==> src/design/tcer_pkg.sv <==
// Package for the text console renderer: constants, payload structs, controller states
// and the command/status structs shared by controller and datapath. No dependencies.
`timescale 1ns / 1ps
package tcer_pkg;
    localparam int COLUMNS = 80;
    localparam int ROWS = 25;
    localparam int CELLS = COLUMNS * ROWS;
    localparam int AW = 11;
    localparam int CW = 8;
    localparam int RW = 7;
    localparam logic [15:0] BLANK_CELL = 16'h0720;
    localparam logic [AW-1:0] LAST_ADDR = AW'(CELLS - 1);
    localparam logic [AW-1:0] SCROLL_END = AW'(CELLS - COLUMNS);

    typedef struct packed {
        logic          opcode;
        logic [7:0]    byte_in;
        logic [10:0]   cell_address;
    } in_item_t;

    typedef struct packed {
        logic [15:0]   cell_data;
        logic [10:0]   cursor_position;
    } out_item_t;

    typedef enum logic [3:0] {
        ST_CLEAR, ST_IDLE, ST_EXEC, ST_READ_WAIT, ST_FILL,
        ST_SCROLL_RD, ST_SCROLL_WR, ST_BLANK_ROW, ST_OUT
    } state_t;

    // controller to datapath
    typedef struct packed {
        logic load_item;
        logic exec;
        logic fill_step;
        logic scroll_rd;
        logic scroll_wr;
        logic blank_step;
        logic clear_step;
        logic out_load;
    } cmd_t;

    // datapath to controller
    typedef struct packed {
        logic is_read;
        logic need_fill;
        logic need_scroll;
        logic fill_last;
        logic scroll_last;
        logic blank_last;
        logic clear_last;
    } status_t;
endpackage

==> src/design/tcer_ctrl.sv <==
// Controller of the text console renderer: sequences items, fills, scrolls and
// the clearing pass. Depends on tcer_pkg.
`timescale 1ns / 1ps
module tcer_ctrl (
    input  logic              aclk,
    input  logic              aresetn,
    input  logic              s_valid,
    output logic              s_ready,
    output logic              m_valid,
    input  logic              m_ready,
    input  tcer_pkg::status_t sts,
    output tcer_pkg::cmd_t    cmd
);
    tcer_pkg::state_t state_reg, state_next;
    logic m_valid_reg, m_valid_next;

    always_ff @(posedge aclk) begin
        if (!aresetn) begin
            state_reg <= tcer_pkg::ST_CLEAR;
            m_valid_reg <= 1'b0;
        end else begin
            state_reg <= state_next;
            m_valid_reg <= m_valid_next;
        end
    end

    assign m_valid = m_valid_reg;
    assign s_ready = (state_reg == tcer_pkg::ST_IDLE);

    always_comb begin
        state_next = state_reg;
        unique case (state_reg)
            tcer_pkg::ST_CLEAR: if (sts.clear_last) state_next = tcer_pkg::ST_IDLE;
            tcer_pkg::ST_IDLE: if (s_valid) state_next = tcer_pkg::ST_EXEC;
            tcer_pkg::ST_EXEC: begin
                if (sts.is_read) state_next = tcer_pkg::ST_READ_WAIT;
                else if (sts.need_fill) state_next = tcer_pkg::ST_FILL;
                else if (sts.need_scroll) state_next = tcer_pkg::ST_SCROLL_RD;
                else state_next = tcer_pkg::ST_OUT;
            end
            tcer_pkg::ST_READ_WAIT: state_next = tcer_pkg::ST_OUT;
            tcer_pkg::ST_FILL: if (sts.fill_last) state_next = tcer_pkg::ST_OUT;
            tcer_pkg::ST_SCROLL_RD: state_next = tcer_pkg::ST_SCROLL_WR;
            tcer_pkg::ST_SCROLL_WR: begin
                if (sts.scroll_last) state_next = tcer_pkg::ST_BLANK_ROW;
                else state_next = tcer_pkg::ST_SCROLL_RD;
            end
            tcer_pkg::ST_BLANK_ROW: if (sts.blank_last) state_next = tcer_pkg::ST_OUT;
            tcer_pkg::ST_OUT: if (!m_valid_reg || m_ready) state_next = tcer_pkg::ST_IDLE;
            default: state_next = tcer_pkg::ST_CLEAR;
        endcase
    end

    always_comb begin
        cmd = '0;
        m_valid_next = m_valid_reg && !m_ready;
        unique case (state_reg)
            tcer_pkg::ST_CLEAR: cmd.clear_step = 1'b1;
            tcer_pkg::ST_IDLE: cmd.load_item = s_valid;
            tcer_pkg::ST_EXEC: cmd.exec = 1'b1;
            tcer_pkg::ST_FILL: cmd.fill_step = 1'b1;
            tcer_pkg::ST_SCROLL_RD: cmd.scroll_rd = 1'b1;
            tcer_pkg::ST_SCROLL_WR: cmd.scroll_wr = 1'b1;
            tcer_pkg::ST_BLANK_ROW: cmd.blank_step = 1'b1;
            tcer_pkg::ST_OUT: begin
                if (!m_valid_reg || m_ready) begin
                    cmd.out_load = 1'b1;
                    m_valid_next = 1'b1;
                end
            end
            default: ;
        endcase
    end
endmodule

==> config.mk <==
export PLATFORM = sky130hd
export DESIGN_NAME = tcer_ctrl
export DESIGN_NICKNAME = d
export VERILOG_FILES = /design/src/design/tcer_pkg.sv /design/src/design/tcer_ctrl.sv
export SDC_FILE = /design/constraint.sdc
export NUM_CORES = 1
export LEC_CHECK = 0
export BUFFER_PORTS_ARGS = -buffer_cell sky130_fd_sc_hd__buf_2
export CAP_MARGIN = 15
export CORE_UTILIZATION = 23
export CTS_CLUSTER_DIAMETER = 50
export DETAILED_ROUTE_END_ITERATION = 16
export GPL_TIMING_DRIVEN = 0
export MAX_ROUTING_LAYER = met4
export PLACE_DENSITY = 0.55
export RECOVER_POWER = 100
export SLEW_MARGIN = 0
export SYNTH_ARGS = -nofsm -noshare
export SYNTH_HDL_FRONTEND = slang
export SYNTH_SLANG_ARGS = --single-unit
==> constraint.sdc <==
create_clock -name aclk -period 1.9 [get_ports aclk]
set_input_delay 0.095 -clock aclk [delete_from_list [all_inputs] [get_ports aclk]]
set_output_delay 0.095 -clock aclk [all_outputs]
set_load 0.02 [all_outputs]
==> summary.md, run 1 <==
| Metric | Value |
|---|---|
| Status | completed |
| Core footprint | 1780 um2 |
| Post-synth ARST share | 0% |
| Net Count, Synth | 68 |
| Clk buf depth | 2 |
| Vias in the first global route | 396 |
| Largest stage delay on the critical path | 0.42 ns |
| Static Leak | 0.000253 uW |
| Post-DRT Antenna Nets | 0 |
| Most common cell in the netlist | nor2_1 |
| Die H | 46.4 um |
| Pre-antenna DRT Iters | 4 |
| Pin count of the biggest net entering global routing | 11 |
| Initial antenna violation count | 0 |
| Slew @ Worst Pin | 0.340 ns |
| Crit path max fanout | 10 |
| I/O Buffers | 20 |
| Clock slew at reported path FFs | 0.04 ns |
| Vias per inst | 4.54 |
| Synth top area cells | dfxtp_1 22%, mux2i_1 6.6%, nor2b_1 5.5% |
| Overall routing resource usage | 10.5% |
| TritonCTS clock tree | built |
| Most common cell on crit path | clkbuf_1 |
| Clock Latency Late Sink | 0.24 ns |
| Dpl hpwl | 819 um |
| Mapped Cells | 57 |
| RSZ-0062 raised after global routing | no |
| Initial core utilization | 25.4% |
| Cell chain of the critical path | clkbuf_1 > nor4b_1 > clkbuf_1 |
| Initial drt markers | 8 |
| Final core occ | 33.6% |
| Final setup viols | 0 |
| Setup TNS | 0 ns |
| Critical Path AT | 1.54 ns |
| Top layer in use | met3 |
| Syn. warnings | 0 |
| Num CTS Buffers | 3 |
| WL met3 | 33 um |
| Final instance area | 599 um2 |
| Highest clock rate | 0.611 GHz |
| Max-slew violation count | 0 |
| CP startpoint kind | flip-flop |
| Cts hold-fix bufs | 0 |
| Diode count | 0 |
| WS Path Type | reg2out |
| Yosys cell types | 30 |
| Drt wl/cell | 10.0 um |
| Worst hold path type | in2reg |
| IO Pins | 21 |
| Dpl cell area | 584 um2 |
| CTS sink cnt | 5 |
| Worst EP required | 1.80 ns |
| EDFF count, synth | 0 |
| H-tree depth reported by CTS | 1 |
| First-pass GRT wire length | 1.60 mm |
| Clock Skew | 0.00451 ns |
| Post-synthesis cell area | 453 um2 |
| Root Buffer | clkbuf_4 |
| Wirelength, routed | 1.06 mm |
| Max-Slew Margin vs Limit | 77.3% |
| PostCTS Resize Cnt | 0 |
| Hold Vio Cnt, Final | 0 |
| Die Width | 46.4 um |
| Post-synth top cells | 6 x nor2_1, 5 x dfxtp_1, 5 x nor3_1, 4 x a21oi_1, 4 x nor2b_1 |
| Overflow after GRT | 0 |
| Number of cell rows | 15 |
| Pwr dens | 1310 nW/um2 |
| Die area | 2150 um2 |
| Sequential area share after synthesis | 22.1% |
| Via count | 481 |
| Avg Cell Area, Syn | 7.95 um2 |
| Tmin final | 1.64 ns |
| VDD IR max | 0.000364 V |
| Drt drc | 0 |
| Max reg flops | 4 |
| Share of the synthesized area in the top cell type | 22.1% |
| Fraction of layout cells with a size suffix above 1 | 28.4% |
| CP endpoint kind | primary output |
| Wl on met1 | 544 um |
| Nets | 93 |
| Post CTS Setup Buffer Count | 0 |
| Max Cap Viol | 0 |
| Met2 WL | 483 um |
| Layout Area Growth over Synthesis | 32.3% |
| CP max-delay cell | dfxtp_1 |
| Crit share post-route | 86.2% |
| Synth area leader | dfxtp_1 |
| Register bit total from synthesis | 5 |
| GPL Wtd Cong | 0.753 |
| Ys flop type | dfxtp_1 |
==> critical path, delay by kind of cell, from the launching register on <==
kind / cells / cell delay, ns
simple gates: 1 / 0.30
flops: 1 / 0.42
buf+inv: 2 / 0.59
==> area by class of cell <==
class                      count  area, um2
buffer                         5       32.5
clock buffer                   4       26.3
fill                         212       1180
inverter                       1       3.75
multi-input combinational     46        315
sequential                     5        100
tap                           25       31.3
timing repair buffer          20       90.1
==> logic make-up after synthesis <==
logic type	after synthesis	synth area share, %
AO/OA/AOI/OAI	14	22.1
buffers and inverters	6	8.29
flip-flops	5	22.1
multiplexers	3	6.63
AND/OR/NAND/NOR	29	40.9
==> report_power, final <==
group | internal, uW | switching, uW | total, uW
Combinational | 203 | 305 | 508
Sequential | 137 | 22.2 | 159
Clock | 79.1 | 39.6 | 119
==> cells in the final DEF, fill, tap and decap left out, drive strengths merged <==
cell	count
a21oi	4
nor2	7
and2b	1
o211a	1
and2	1
o21a	2
nand3b	1
dfxtp	5
o221a	1
nand2b	2
o21ai	3
mux2i	3
nor3	5
nor2b	4
or2	1
o311ai	1
a22oi	1
nand2	3
nor4	1
and3b	1
nor4b	2
o31ai	1
inv	1
clkbuf	13
buf	16
==> through the flow <==
step	total power [uW]	worst slack (ns)	hold slack, ns	cells
finish	786	0.262	0.129	106
global placement	684	0.488	0.376	102
CTS	804	0.364	0.126	106
detailed placement	679	0.511	0.371	102
global route	853	0.172	0.144	106
floorplan	559	0.447	0.209	57
==> worst paths after layout <==
| path | start | to | slack (ns) | depth (start not counted) |
|---|---|---|---|---|
| worst min-delay path | aresetn | state_reg[2]$_SDFFE_PN0P_ | 0.13 | 2 |
| worst max register to register | state_reg[1]$_SDFFE_PN0P_ | state_reg[0]$_SDFFE_PN0P_ | 0.47 | 5 |
| worst max-delay path | state_reg[1]$_SDFFE_PN0P_ | cmd[6] | 0.26 | 3 |
| worst min register to register | m_valid$_SDFF_PN0_ | m_valid$_SDFF_PN0_ | 0.66 | 2 |
==> layer usage <==
layer	up-vias	global-route usage, %
met5	-	-
met1	215	12.8
met2	12	17.8
met3	0	1.18
met4	0	3.53
li1	254	-
No activity file was read; power rests on OpenSTA's default activity.
==> run 2, diff against run 1 <==
ABC_AREA = 1   (was default)
==> run 2 against run 1 <==
Net effect: worst setup slack improved by 0.13 ns; final cell count grew 25%; sequential power up 21%; critical path type unchanged; highest routed layer unchanged; via count is 11% higher; routed wire length rose by 4.1%; core utilization is 1.2 points lower; sequential share of layout area increased by 0.61 points; count of clock-buffer cells in the layout did not move.
==> summary.md, run 2 <==
| Metric | Value |
|---|---|
| First-pass GRT wire length | 1.81 mm (+13%) |
| Clk buf depth | 2 (unchanged) |
| Cts hold-fix bufs | 0 (unchanged) |
| Core footprint | 1780 um2 (unchanged) |
| Max Cap Viol | 0 (unchanged) |
| Overall routing resource usage | 12.4% (+1.9 points) |
| Synth top area cells | dfxtp_1 22%, inv_1 14%, nand2_1 12% |
| Top layer in use | met3 |
| Status | completed |
| Nets | 119 (+28%) |
| Post-synth top cells | 17 x inv_1, 14 x nand2_1, 14 x nor2_1, 9 x nand3_1, 6 x nor2_2 |
| Placed Instances | 128 (+25%) |
| I/O Buffers | 20 (unchanged) |
| Avg Cell Area, Syn | 5.41 um2 (-32%) |
| Diode count | 0 (unchanged) |
| Tmin final | 1.51 ns (-0.131 ns) |
| Initial core utilization | 25.2% (-0.21 points) |
| Die H | 46.2 um (-0.40%) |
| Setup TNS | 0 ns (unchanged) |
| Vias per inst | 4.05 (-11%) |
| GPL Wtd Cong | 0.814 (+8.1%) |
| EDFF count, synth | 0 (unchanged) |
| CP max-delay cell | dfxtp_1 |
| Pre-antenna DRT Iters | 4 (unchanged) |
| Post CTS Setup Buffer Count | 0 (unchanged) |
| Overflow after GRT | 0 (unchanged) |
| Net Count, Synth | 94 (+38%) |
| Tot Pwr | 755 uW (-3.9%) |
| Multiplexer share of the synthesized area | 0% (-6.6 points) |
| Num CTS Buffers | 3 (unchanged) |
| Root Buffer | clkbuf_4 |
| PostCTS Resize Cnt | 0 (unchanged) |
| Pwr dens | 1310 nW/um2 (-0.34%) |
| CP endpoint kind | primary output |
| Final setup margin | 0.393 ns (+0.131 ns) |
| Most common cell on crit path | nor2_1 |
| Compound-Gate Fraction of Synth Area | 6.96% (-15 points) |
| Max reg flops | 4 (unchanged) |
| Fin cells | 132 (+25%) |
| Most common cell in the netlist | inv_1 |
| Max-slew violation count | 0 (unchanged) |
| Mapped Cells | 83 (+46%) |
| WL met3 | 48 um (+45%) |
| Crit share post-route | 79.3% (-6.9 points) |
| Post-synthesis cell area | 449 um2 (-0.83%) |
| Pin count of the biggest net entering global routing | 7 (-4) |
| TritonCTS clock tree | built |
| Critical Path AT | 1.41 ns (-0.13 ns) |
| Share of the synthesized area in the top cell type | 22.3% (+0.18 points) |
| Highest clock rate | 0.664 GHz (+8.7%) |
| Leading cell type in the layout, fill and taps excluded | nor2_1 |
| Setup WS pre-CTS | 0.674 ns (+0.163 ns) |
| Via count | 534 (+11%) |
| Die Width | 46.2 um (-0.40%) |
| Slew @ Worst Pin | 0.402 ns (+0.0624 ns) |
| Layout Area Growth over Synthesis | 28.7% |
| Final setup viols | 0 (unchanged) |
| Main combinational cell family by area after synthesis | simple AND/OR/NAND/NOR gates |
| Commonest cells after routing, fill and taps aside | 19 x nor2_1, 18 x inv_1, 15 x nand2_1 |
| Post-synthesis adder-cell area fraction | 0% (unchanged) |
| Static Leak | 0.000357 uW (+41%) |
| IO Pins | 21 (unchanged) |
| Worst hold path type | in2reg |
| Initial antenna violation count | 0 (unchanged) |
| Synth area leader | dfxtp_1 |
| Clock Latency Late Sink | 0.24 ns (about the same) |
| CTS sink cnt | 5 (unchanged) |
| Syn. warnings | 0 (unchanged) |
| Drt drc | 0 (unchanged) |
| Yosys cell types | 14 (-53%) |
| Hold Vio Cnt, Final | 0 (unchanged) |
| VDD IR max | 0.000320 V (-12%) |
| Wirelength, routed | 1.10 mm (+4.1%) |
| Area share of and/or/nand/nor cells after synthesis | 53.2% (+12 points) |
| Crit path max fanout | 6 (-4) |
| Cell chain of the critical path | nor2_1 > nand2_1 > nor2_1 > clkbuf_1 |
| Met2 WL | 533 um (+10%) |
| Worst EP required | 1.80 ns (about the same) |
| Sequential area share after synthesis | 22.3% (+0.18 points) |
| Drt wl/cell | 8.36 um (-16%) |
| CP startpoint kind | flip-flop |
| Dpl hpwl | 924 um (+13%) |
| Initial drt markers | 6 (-2) |
| RSZ-0062 raised after global routing | no |
| Clock slew at reported path FFs | 0.04 ns (about the same) |
| WS Path Type | reg2out |
| Register bit total from synthesis | 5 (unchanged) |
| H-tree depth reported by CTS | 1 (unchanged) |
| Die area | 2130 um2 (-0.80%) |
| Vias in the first global route | 461 (+16%) |
| XOR/XNOR Fraction of Synth Area | 0% (unchanged) |
| Post-DRT Antenna Nets | 0 (unchanged) |
| Fraction of layout cells with a size suffix above 1 | 21.5% (-6.9 points) |
| Wl on met1 | 522 um (-4.0%) |
| Largest stage delay on the critical path | 0.36 ns (-0.06 ns) |
| Number of cell rows | 15 (unchanged) |
| Max-Slew Margin vs Limit | 73.1% (-4.3 points) |
| Final core occ | 32.4% (-1.2 points) |
| Post-synth ARST share | 0% (unchanged) |
| Ys flop type | dfxtp_1 |
| Clock Skew | 0.00302 ns (-0.00149 ns) |
## run 2: cell types whose count changed after synthesis, moves of 3 or more
cell,previous run,this run
inv_2,0,4
nor2_1,6,14
nand2_2,0,3
nand2_1,3,14
nor2_2,1,6
nor2b_1,4,0
inv_1,1,17
mux2i_1,3,0
buf_2,3,0
nand3_1,0,9
## run 2: worst paths after layout
| check | start | to | slack, ns | depth (start not counted) |
|---|---|---|---|---|
| min | aresetn | state_reg[1]$_SDFFE_PN0P_ | 0.1 | 3 |
| max | state_reg[1]$_SDFFE_PN0P_ | cmd[0] | 0.39 | 4 |
| min reg2reg | m_valid$_SDFF_PN0_ | m_valid$_SDFF_PN0_ | 0.54 | 4 |
| max reg2reg | state_reg[2]$_SDFFE_PN0P_ | state_reg[0]$_SDFFE_PN0P_ | 0.54 | 8 |
## run 2: kinds of logic (layout without fill, tap and decap cells)
group,count (synthesis),after routing
and+or+nand+nor,51,51
buffers and inverters,21,45
AOI/OAI and AO/OA,6,6
DFF,5,5
## run 2: where the power goes
part | internal (uW) | switching, uW
combinational | 143 | 299
sequential | 140 | 52.2
clock | 79.3 | 41.7
## run 2: worst max-delay path, delay by kind of cell (launching register included)
kind                   cells  cell delay, ns
buffers and inverters      1            0.24
flip-flops                 1            0.36
AND/OR/NAND/NOR            3            0.58
## run 2: cell type report
cell class,instances,area (um2)
Fill cell,218,1200
Multi-Input combinational cell,57,250
Sequential cell,5,100
Timing Repair Buffer,20,91.3
Inverter,21,78.8
Tap cell,25,31.3
Clock buffer,4,26.3
## run 2: stage by stage
stage / hold slack, ns / instance area, um2
after global placement: 0.348 / 581
after CTS: 0.0877 / 607
after global routing: 0.109 / 578
after detailed placement: 0.346 / 581
after floorplan: 0.216 / 449
final: 0.0986 / 578
## run 2: routing by layer
metal,GRT usage [%],up-vias
met1,14.7,216
met5,-,-
li1,-,297
met4,8.82,0
met3,1.57,0
met2,19.2,21
